--- src/design/ctn_pkg.sv ---
// Shared types, constants and sequencer states of the chirp/tone/noise generator.
`default_nettype none

package ctn_pkg;

    // Sine lookup resolution: 2^SINE_BITS points per wave period
    localparam int SINE_BITS    = 10;
    localparam int QUARTER_BITS = SINE_BITS - 2;
    localparam int X_SHIFT      = 17 - SINE_BITS;

    localparam int SAMPLE_W   = 16;
    localparam int CFG_INDEX_W = 3;
    localparam int CFG_DATA_W  = 32;

    typedef logic signed [SAMPLE_W-1:0] sample_t;
    typedef logic [CFG_INDEX_W-1:0]     cfg_index_t;
    typedef logic [CFG_DATA_W-1:0]      cfg_data_t;

    // Register indexes of the write port
    localparam cfg_index_t CFG_MODE       = 3'd0;
    localparam cfg_index_t CFG_STEP_START = 3'd1;
    localparam cfg_index_t CFG_STEP_DELTA = 3'd2;
    localparam cfg_index_t CFG_LENGTH     = 3'd3;
    localparam cfg_index_t CFG_VOLUME     = 3'd4;
    localparam cfg_index_t CFG_ATTACK     = 3'd5;
    localparam cfg_index_t CFG_RELEASE    = 3'd6;

    // Waveform modes
    localparam logic [1:0] MODE_TONE  = 2'd0;
    localparam logic [1:0] MODE_NOISE = 2'd1;
    localparam logic [1:0] MODE_MIX   = 2'd2;

    localparam logic [31:0] LFSR_SEED = 32'h0000_ACE1;
    localparam logic [31:0] LFSR_TAPS = 32'hD000_0001;

    // Quarter-wave polynomial coefficients
    localparam logic signed [16:0] POLY_C1 = 17'sd51472;
    localparam logic signed [16:0] POLY_C3 = 17'sd21167;
    localparam logic signed [16:0] POLY_C5 = 17'sd2463;

    localparam logic [15:0] ENV_FULL  = 16'h8000;
    localparam logic [3:0]  DIV_STEPS = 4'd15;

    localparam logic signed [18:0] SAT_HI = 19'sd32760;
    localparam logic signed [18:0] SAT_LO = -19'sd32760;

    typedef enum logic [3:0] {
        S_IDLE,
        S_X2,
        S_X3,
        S_X5,
        S_T1,
        S_T2,
        S_T3,
        S_DIV,
        S_M1,
        S_M2,
        S_SCALE,
        S_ROUND,
        S_OUT
    } ctn_state_t;

endpackage

`default_nettype wire

--- src/design/ctn_in_if.sv ---
// Input channel: one word carries the sample to mix with.
`default_nettype none

interface ctn_in_if;
    import ctn_pkg::*;

    logic    valid;
    logic    ready;
    sample_t existing_sample;

    modport source (output valid, output existing_sample, input ready);
    modport sink   (input valid, input existing_sample, output ready);
endinterface

`default_nettype wire

--- src/design/ctn_out_if.sv ---
// Output channel: one word carries a generated sample and the end-of-run flag.
`default_nettype none

interface ctn_out_if;
    import ctn_pkg::*;

    logic    valid;
    logic    ready;
    sample_t sample_out;
    logic    last_of_run;

    modport source (output valid, output sample_out, output last_of_run, input ready);
    modport sink   (input valid, input sample_out, input last_of_run, output ready);
endinterface

`default_nettype wire

--- src/design/chirp_tone_noise_generator.sv ---
// Chirp, tone and noise sample generator with linear envelope, top level.
//
// Usage: each word taken on "item" produces exactly one word on "result". In tone
// mode the pitch sweeps linearly from the start step by the signed delta per sample;
// noise mode uses a 32-bit LFSR; mix mode adds the tone to item.existing_sample.
// The user writes registers through wr_en/wr_index/wr_data only while the block is
// idle; the block itself does not enforce this.
//
// Datapath: one shared 34x17 multiplier computes the sine polynomial and the gain
// chain, and a radix-2 divider makes the envelope alongside the polynomial. Noise
// words skip the polynomial steps; S_DIV holds while an attack or release ramp is
// still dividing. The next word is taken the cycle after the result has moved into
// the output register.
//
// Reset: registers take their defaults (mode tone, length 1, full volume, no fades),
// the run index and phase clear and the LFSR is seeded with 0xACE1.
// Stall: a result waits in the output register while result.ready is low; the
// next item may be accepted and computed meanwhile, and it holds in its final
// step until the output register frees.
`default_nettype none

module chirp_tone_noise_generator (
    input  wire logic                  clk,
    input  wire logic                  rst_n,
    ctn_in_if.sink                     item,
    ctn_out_if.source                  result,
    input  wire logic                  wr_en,
    input  wire ctn_pkg::cfg_index_t   wr_index,
    input  wire ctn_pkg::cfg_data_t    wr_data
);
    import ctn_pkg::*;

    // configuration
    logic [1:0]  mode_reg;
    logic [30:0] step_start_reg;
    logic [31:0] step_delta_reg;
    logic [15:0] length_reg;
    logic [15:0] volume_reg;
    logic [11:0] attack_reg;
    logic [11:0] release_reg;

    // run state
    logic [15:0] sample_index_reg;
    logic [31:0] phase_acc_reg;
    logic [31:0] phase_step_reg;
    logic [31:0] lfsr_reg;

    ctn_state_t  state_reg, state_next;
    logic        out_valid_reg;
    logic [3:0]  div_cnt_reg;

    // working registers
    sample_t            existing_reg;
    logic [15:0]        x_reg, x2_reg, x3_reg, x5_reg;
    logic signed [32:0] acc_reg;
    logic signed [16:0] wave_reg;
    logic [15:0]        env_reg;
    logic [11:0]        div_r_reg, div_d_reg;
    logic signed [33:0] p1_reg;
    logic signed [47:0] g_reg;
    logic signed [63:0] num_reg;
    sample_t            res_reg;
    logic               last_reg, neg_reg, noise_reg;
    sample_t            sample_out_reg;
    logic               last_out_reg;

    // accept-cycle logic
    logic        accept, slot_free;
    logic [16:0] len_c, idx_c, rem_c;
    logic        last_c, first_c;
    logic [31:0] eff_acc, eff_step, lfsr_next;
    logic [SINE_BITS-1:0]    sine_idx;
    logic [1:0]              quad;
    logic [SINE_BITS-2:0]    p_ext;
    logic [15:0]             x_c;
    logic        rel_on, att_on, div_go;
    logic [11:0] div_n, div_d;

    // shared multiplier and later steps
    logic signed [33:0] mul_a;
    logic signed [16:0] mul_b;
    logic signed [50:0] mul_p;
    logic [12:0]        div_r2;
    logic               div_ge;
    logic signed [16:0] sine_mag;
    logic signed [63:0] g_ext, num_c;
    logic signed [18:0] mix_add, sum_hi, q_c;
    logic               low_nz;
    sample_t            res_c;

    localparam logic [SINE_BITS-2:0] QLEN = (SINE_BITS-1)'(1 << QUARTER_BITS);

    assign accept    = item.valid && item.ready;
    assign slot_free = !out_valid_reg || result.ready;

    assign item.ready         = (state_reg == S_IDLE);
    assign result.valid       = out_valid_reg;
    assign result.sample_out  = sample_out_reg;
    assign result.last_of_run = last_out_reg;

    // run position, phase and noise for the incoming word
    always_comb
    begin
        len_c    = (length_reg == 16'd0) ? 17'h10000 : {1'b0, length_reg};
        idx_c    = {1'b0, sample_index_reg};
        rem_c    = (idx_c < len_c) ? (len_c - idx_c) : 17'd1;
        last_c   = ((idx_c + 17'd1) >= len_c);
        first_c  = (sample_index_reg == 16'd0);
        eff_acc  = first_c ? 32'd0 : phase_acc_reg;
        eff_step = first_c ? {1'b0, step_start_reg} : phase_step_reg;

        lfsr_next = {1'b0, lfsr_reg[31:1]} ^ (lfsr_reg[0] ? LFSR_TAPS : 32'd0);

        sine_idx = eff_acc[31 -: SINE_BITS];
        quad     = sine_idx[SINE_BITS-1 -: 2];
        p_ext    = {1'b0, sine_idx[QUARTER_BITS-1:0]};
        if (quad[0])
        begin
            p_ext = QLEN - p_ext;
        end
        x_c = 16'(p_ext) << X_SHIFT;

        // release wins over attack
        rel_on = (release_reg != 12'd0) && (rem_c < {5'd0, release_reg});
        att_on = (attack_reg != 12'd0) && (idx_c < {5'd0, attack_reg});
        div_go = rel_on || att_on;
        div_n  = rel_on ? rem_c[11:0] : idx_c[11:0];
        div_d  = rel_on ? release_reg : attack_reg;
    end

    // shared multiplier operand select
    always_comb
    begin
        mul_a = '0;
        mul_b = '0;
        unique case (state_reg)
            S_X2:
            begin
                mul_a = $signed({18'd0, x_reg});
                mul_b = $signed({1'b0, x_reg});
            end
            S_X3:
            begin
                mul_a = $signed({18'd0, x2_reg});
                mul_b = $signed({1'b0, x_reg});
            end
            S_X5:
            begin
                mul_a = $signed({18'd0, x3_reg});
                mul_b = $signed({1'b0, x2_reg});
            end
            S_T1:
            begin
                mul_a = $signed({18'd0, x_reg});
                mul_b = POLY_C1;
            end
            S_T2:
            begin
                mul_a = $signed({18'd0, x5_reg});
                mul_b = POLY_C5;
            end
            S_T3:
            begin
                mul_a = $signed({18'd0, x3_reg});
                mul_b = POLY_C3;
            end
            S_M1:
            begin
                mul_a = 34'(wave_reg);
                mul_b = $signed({1'b0, env_reg});
            end
            S_M2:
            begin
                mul_a = p1_reg;
                mul_b = $signed({1'b0, volume_reg});
            end
            default:
            begin
                mul_a = '0;
                mul_b = '0;
            end
        endcase
    end

    assign mul_p = 51'(mul_a) * 51'(mul_b);

    // divider step, quotient scaling, rounding toward zero and saturation
    always_comb
    begin
        div_r2   = {div_r_reg, 1'b0};
        div_ge   = (div_r2 >= {1'b0, div_d_reg});
        sine_mag = $signed({1'b0, acc_reg[30:15]});

        g_ext = 64'(g_reg);
        num_c = (g_ext <<< 15) - (g_ext <<< 3);

        mix_add = (mode_reg == MODE_MIX) ? 19'(existing_reg) : 19'sd0;
        sum_hi  = $signed(num_reg[63:45]) + mix_add;
        low_nz  = |num_reg[44:0];
        q_c     = sum_hi + $signed({18'd0, sum_hi[18] & low_nz});

        priority if (q_c > SAT_HI)
        begin
            res_c = SAT_HI[15:0];
        end
        else if (q_c < SAT_LO)
        begin
            res_c = SAT_LO[15:0];
        end
        else
        begin
            res_c = q_c[15:0];
        end
    end

    // sequencer
    always_ff @(posedge clk or negedge rst_n)
    begin
        if (!rst_n)
        begin
            state_reg <= S_IDLE;
        end
        else
        begin
            state_reg <= state_next;
        end
    end

    always_comb
    begin
        state_next = state_reg;
        unique case (state_reg)
            S_IDLE:
            begin
                if (accept)
                begin
                    state_next = (mode_reg == MODE_NOISE) ? S_DIV : S_X2;
                end
            end
            S_X2:    state_next = S_X3;
            S_X3:    state_next = S_X5;
            S_X5:    state_next = S_T1;
            S_T1:    state_next = S_T2;
            S_T2:    state_next = S_T3;
            S_T3:    state_next = S_DIV;
            S_DIV:
            begin
                if (div_cnt_reg == 4'd0)
                begin
                    state_next = S_M1;
                end
            end
            S_M1:    state_next = S_M2;
            S_M2:    state_next = S_SCALE;
            S_SCALE: state_next = S_ROUND;
            S_ROUND: state_next = S_OUT;
            S_OUT:
            begin
                if (slot_free)
                begin
                    state_next = S_IDLE;
                end
            end
            default: state_next = S_IDLE;
        endcase
    end

    // control state, configuration and run state
    always_ff @(posedge clk or negedge rst_n)
    begin
        if (!rst_n)
        begin
            mode_reg         <= MODE_TONE;
            step_start_reg   <= '0;
            step_delta_reg   <= '0;
            length_reg       <= 16'd1;
            volume_reg       <= ENV_FULL;
            attack_reg       <= '0;
            release_reg      <= '0;
            sample_index_reg <= '0;
            phase_acc_reg    <= '0;
            phase_step_reg   <= '0;
            lfsr_reg         <= LFSR_SEED;
            out_valid_reg    <= 1'b0;
            div_cnt_reg      <= '0;
        end
        else
        begin
            if (wr_en)
            begin
                unique case (wr_index)
                    CFG_MODE:       mode_reg       <= wr_data[1:0];
                    CFG_STEP_START: step_start_reg <= wr_data[30:0];
                    CFG_STEP_DELTA: step_delta_reg <= wr_data;
                    CFG_LENGTH:     length_reg     <= wr_data[15:0];
                    CFG_VOLUME:     volume_reg     <= wr_data[15:0];
                    CFG_ATTACK:     attack_reg     <= wr_data[11:0];
                    CFG_RELEASE:    release_reg    <= wr_data[11:0];
                    default:        ;
                endcase
            end

            // advance the run and the oscillator once per accepted word
            if (accept)
            begin
                sample_index_reg <= last_c ? 16'd0 : (sample_index_reg + 16'd1);
                phase_acc_reg    <= eff_acc + eff_step;
                phase_step_reg   <= eff_step + step_delta_reg;
                lfsr_reg         <= lfsr_next;
                div_cnt_reg      <= div_go ? DIV_STEPS : 4'd0;
            end
            else if (div_cnt_reg != 4'd0)
            begin
                div_cnt_reg <= div_cnt_reg - 4'd1;
            end

            if (state_reg == S_OUT && slot_free)
            begin
                out_valid_reg <= 1'b1;
            end
            else if (result.ready)
            begin
                out_valid_reg <= 1'b0;
            end
        end
    end

    // datapath
    always_ff @(posedge clk)
    begin
        if (accept)
        begin
            existing_reg <= item.existing_sample;
            last_reg     <= last_c;
            x_reg        <= x_c;
            neg_reg      <= quad[1];
            noise_reg    <= (mode_reg == MODE_NOISE);
            wave_reg     <= 17'($signed(lfsr_next[15:0]));
            env_reg      <= div_go ? 16'd0 : ENV_FULL;
            div_r_reg    <= div_n;
            div_d_reg    <= div_d;
        end
        else if (div_cnt_reg != 4'd0)
        begin
            // one quotient bit per cycle, remainder stays below the divisor
            div_r_reg <= div_ge ? 12'(div_r2 - {1'b0, div_d_reg}) : div_r2[11:0];
            env_reg   <= {env_reg[14:0], div_ge};
        end

        unique case (state_reg)
            S_X2:    x2_reg  <= mul_p[30:15];
            S_X3:    x3_reg  <= mul_p[30:15];
            S_X5:    x5_reg  <= mul_p[30:15];
            S_T1:    acc_reg <= $signed(mul_p[32:0]);
            S_T2:    acc_reg <= acc_reg + $signed(mul_p[32:0]);
            S_T3:    acc_reg <= acc_reg - $signed(mul_p[32:0]);
            S_DIV:
            begin
                if (!noise_reg)
                begin
                    wave_reg <= neg_reg ? -sine_mag : sine_mag;
                end
            end
            S_M1:    p1_reg  <= mul_p[33:0];
            S_M2:    g_reg   <= mul_p[47:0];
            S_SCALE: num_reg <= num_c;
            S_ROUND: res_reg <= res_c;
            S_OUT:
            begin
                if (slot_free)
                begin
                    sample_out_reg <= res_reg;
                    last_out_reg   <= last_reg;
                end
            end
            default: ;
        endcase
    end

    // checks
    a_idle_div_done: assert property (@(posedge clk) disable iff (!rst_n)
        state_reg == S_IDLE |-> div_cnt_reg == 4'd0)
        else $error("envelope divider still busy in idle");

    a_out_range: assert property (@(posedge clk) disable iff (!rst_n)
        out_valid_reg |-> ($signed(sample_out_reg) <= 16'sd32760 &&
                           $signed(sample_out_reg) >= -16'sd32760))
        else $error("output sample outside saturation range");

    a_run_wrap: assert property (@(posedge clk) disable iff (!rst_n)
        (accept && last_c) |=> sample_index_reg == 16'd0)
        else $error("run index did not wrap after last sample");

    a_out_load: assert property (@(posedge clk) disable iff (!rst_n)
        (state_reg == S_OUT && slot_free) |=> (out_valid_reg && state_reg == S_IDLE))
        else $error("finished word not moved to output register");

    a_lfsr_live: assert property (@(posedge clk) disable iff (!rst_n)
        lfsr_reg != 32'd0)
        else $error("noise LFSR locked at zero");

endmodule

`default_nettype wire
--- src/flat_wrapper.sv ---
// flat-port wrapper written by rule: the top's interface ports become plain ports
module chirp_tone_noise_generator_flat import ctn_pkg::*;
  (clk, rst_n, wr_en, wr_index, wr_data, item_valid, item_existing_sample, item_ready, result_valid, result_sample_out, result_last_of_run, result_ready);
  ctn_in_if item_i ();
  ctn_out_if result_i ();
  input  wire logic clk;
  input  wire logic rst_n;
  input  wire logic wr_en;
  input  wire ctn_pkg::cfg_index_t wr_index;
  input  wire ctn_pkg::cfg_data_t wr_data;
  input wire logic [$bits(item_i.valid)-1:0] item_valid;
  input wire logic [$bits(item_i.existing_sample)-1:0] item_existing_sample;
  output wire logic [$bits(item_i.ready)-1:0] item_ready;
  output wire logic [$bits(result_i.valid)-1:0] result_valid;
  output wire logic [$bits(result_i.sample_out)-1:0] result_sample_out;
  output wire logic [$bits(result_i.last_of_run)-1:0] result_last_of_run;
  input wire logic [$bits(result_i.ready)-1:0] result_ready;
  assign item_i.valid = item_valid;
  assign item_i.existing_sample = item_existing_sample;
  assign item_ready = item_i.ready;
  assign result_valid = result_i.valid;
  assign result_sample_out = result_i.sample_out;
  assign result_last_of_run = result_i.last_of_run;
  assign result_i.ready = result_ready;
  chirp_tone_noise_generator u_core (.clk(clk), .rst_n(rst_n), .item(item_i), .result(result_i), .wr_en(wr_en), .wr_index(wr_index), .wr_data(wr_data));
endmodule
--- config.mk ---
export PLATFORM = sky130hd
export DESIGN_NAME = chirp_tone_noise_generator_flat
export DESIGN_NICKNAME = d
export VERILOG_FILES = /design/src/design/ctn_pkg.sv /design/src/design/ctn_in_if.sv /design/src/design/ctn_out_if.sv /design/src/design/chirp_tone_noise_generator.sv /design/src/flat_wrapper.sv
export SDC_FILE = /design/constraint.sdc
export NUM_CORES = 2
export LEC_CHECK = 0
export ABC_AREA = 0
export ABC_CLOCK_PERIOD_IN_PS = 16100
export BUFFER_PORTS_ARGS = -buffer_cell sky130_fd_sc_hd__buf_2
export CORE_MARGIN = 2
export CORE_UTILIZATION = 33
export CTS_CLUSTER_DIAMETER = 150
export CTS_CLUSTER_SIZE = 12
export DETAILED_ROUTE_END_ITERATION = 8
export PLACE_DENSITY_LB_ADDON = 0.05
export REMOVE_ABC_BUFFERS = 1
export SYNTH_ARGS = -nofsm -noshare
export SYNTH_HDL_FRONTEND = slang
export SYNTH_SLANG_ARGS = --single-unit
--- constraint.sdc ---
create_clock -name clk -period 16.1 [get_ports clk]
set_input_delay 1.61 -clock clk [delete_from_list [all_inputs] [get_ports clk]]
set_output_delay 1.61 -clock clk [all_outputs]
set_load 0.05 [all_outputs]
==> metrics <==
First-pass DRT Iterations 5; routed wire length 178 mm; total grt overflow 0; Yosys reg bits 582; Core Area 161000 sq um; Final Setup Violations 0; total CTS buffers 54; Worst Skew 0.0405 ns; Worst setup SP type flip-flop; Tightest Pin Transition 1.22 ns; total die area 165000 sq um; Tot GR Track Use 0.217; Starting Density 0.332; initial antenna violation count 10; Synth area leader fa_1; Area contributors post-synth fa_1 (19%), edfxtp_1 (18%), dfrtp_1 (11%), ha_1 (8.1%), nand2_1 (6.0%); max reg flops 61; R2R depth 40; Synth warnings 0; period utilization 0.770; vias 40.4k; sequential fraction of the synthesis area 0.302; final core utilization 0.361; clock sinks 582; Hold Path Class flip-flop to flip-flop; CTS tree done; critical path peak fanout 28; CP endpoint kind flip-flop; share of cells above drive strength 1 0.0745; top-area cell type share of the netlist area 0.189; routability cong. 0.891; P&R area growth vs syn 8.66%; Post-synth ARST share 0.416; hold depth 0; Avg Inst Size Synth 9.37 sq um; fillcell total 16.6k; dpl ws 4.02 ns; Crit-path slowest cell dfrtp_1; Fin Setup TNS 0 ns; Gate Count Post-Synth 5695; endpoints failing hold 0; Buffers on Ports 74; PostCTS Resize Cnt 0; final critical-path required period 12.39 ns; Worst-path clk slew 0.07 ns; worst-skew pair later-pin latency 0.69 ns; Fmax 80.7 MHz; CTS Root Cell clkbuf_16; Worst Path Required 16.52 ns; DR iter-0 viols 2528; Nets 6599; DR DRC count 0; Die Y 406 microns; HPWL after detailed placement 136 mm; H-tree depth 2; CTS Buffer Depth 3; WHS 0.416 ns; IO Count 75; Post-Syn Area 53300 sq um; R2R Setup Slk 3.71 ns; Worst Setup Slack, final 3.71 ns; width of the chip 406 microns; CTS Hold Bufs 0; Routed Antenna Nets 0; largest net degree at the start of global routing 108; unique cell type count in the Yosys netlist 102; max_cap viols 0; vias in the first global route 41.7k; count of final max-slew check failures 0; per-cell routed wire length 22.5 microns; crit path kind flip-flop to flip-flop; first-pass GRT wire length 270 mm; Slew HR 0.184; slowest stage delay, CP 0.70 ns; unrepaired setup endpoints after global routing false; row count 147; status complete, no violations; Post-CTS Setup Bufs 0; ys flop type edfxtp_1; Via density 5.11; number of synthesized flops with an enable pin 323; Arr. time, crit path 12.81 ns
per-layer routing:
layer	up-vias	global-route usage	share of wire
met4	2	0.0438	0.021
met1	20400	0.313	0.48
met3	160	0.0227	0.041
li1	19000	-	-
met2	808	0.354	0.46
met5	-	0	0.000062
logic make-up (layout without fill, tap and decap cells):
| kind of cell | after synthesis | in the layout | synth area share |
|---|---|---|---|
| muxes | 141 | 141 | 0.0295 |
| adders and majority gates | 850 | 850 | 0.270 |
| xor gates and xnor gates | 301 | 301 | 0.0498 |
| DFF | 582 | 582 | 0.302 |
| and+or+nand+nor | 1855 | 1855 | 0.157 |
| AOI/OAI and AO/OA | 974 | 974 | 0.121 |
| other | 0 | 1 | 0 |
| buffers and inverters | 992 | 1028 | 0.0700 |
worst paths after layout:
path                                                  startpoint                                     end
worst max register to register   u_core.state_reg[2]$_DFFE_PN0P_            u_core.acc_reg[30]$_DFFE_PP_
worst min register to register  u_core.res_reg[13]$_SDFFCE_PP1P_  u_core.result.sample_out[13]$_DFFE_PP_
min in group asynchronous                                  rst_n   u_core.step_start_reg[19]$_DFFE_PN0P_
max in group asynchronous                                  rst_n  u_core.sample_index_reg[6]$_DFFE_PN0P_
worst max-delay path             u_core.state_reg[2]$_DFFE_PN0P_            u_core.acc_reg[30]$_DFFE_PP_
worst min-delay path            u_core.res_reg[13]$_SDFFCE_PP1P_  u_core.result.sample_out[13]$_DFFE_PP_
through the flow:
step	std cells	cell area (sq um)
4_1_cts	7891	58000
6_report	7892	58000
3_3_place_gp	7797	56400
2_1_floorplan	5487	52600
5_1_grt	7892	58000
3_5_place_dp	7797	56400
layout make-up:
cell class	instances	area (sq um)	share of cell area
sequential	582	16100	0.278
antenna	1	2.50	0.0000432
multi-input combinational	4121	33600	0.580
inverter	784	2950	0.0509
tap	2160	2700	0.0466
clock inverter	3	90.1	0.00155
clock buffer	91	1520	0.0262
timing repair buffer	150	963	0.0166
critical path: cells and delay by family (launching register included):
family                   cells  cell delay, ns
AND/OR/NAND/NOR             11            3.01
adder cells (fa/ha/maj)      8            3.66
buffers and inverters        8            0.99
XOR/XNOR                     1            0.17
multiplexers                 1            0.20
AO/OA/AOI/OAI               11            3.37
flip-flops                   1            0.70
layout by cell type, fill, tap and decap left out, types with 34 or more instances in the layout:
cell,count
nand2_1,858
inv_1,783
fa_1,503
nor2_1,454
ha_1,347
edfxtp_1,323
dfrtp_1,232
a21oi_1,231
o21ai_0,212
xnor2_1,189
mux2_2,125
a21o_1,117
xor2_1,108
buf_4,75
and2_1,73
buf_2,73
nor3_1,61
nand3_1,60
clkbuf_16,55
nor2b_1,54
nand4_1,52
o21a_1,47
a31oi_1,46
nand2b_1,41
nor4_1,35
clkbuf_1,35
and3_1,34
cell usage after synthesis (11+ instances only):
master / n
a211o_1: 13
a211oi_1: 31
a21o_1: 117
a21oi_1: 234
a221o_1: 18
a221oi_1: 18
a222oi_1: 11
a22oi_1: 15
a31oi_1: 46
and2_1: 73
and3_1: 34
and4_1: 24
buf_1: 14
clkbuf_1: 187
dfrtp_1: 232
dfxtp_1: 17
edfxtp_1: 323
fa_1: 503
ha_1: 347
inv_1: 784
mux2_2: 125
mux2i_1: 15
nand2_1: 859
nand2b_1: 41
nand3_1: 63
nand4_1: 52
nor2_1: 461
nor2b_1: 54
nor3_1: 63
nor3b_1: 11
nor4_1: 35
o211ai_1: 20
o21a_1: 47
o21ai_0: 213
o21ai_1: 15
o21bai_1: 33
o31ai_1: 18
or2_2: 11
or3_1: 20
xnor2_1: 190
xor2_1: 108
Power is left out: the tool's default activity adds up to more than one toggle a clock period on the data nets, which glitch-free logic cannot reach.
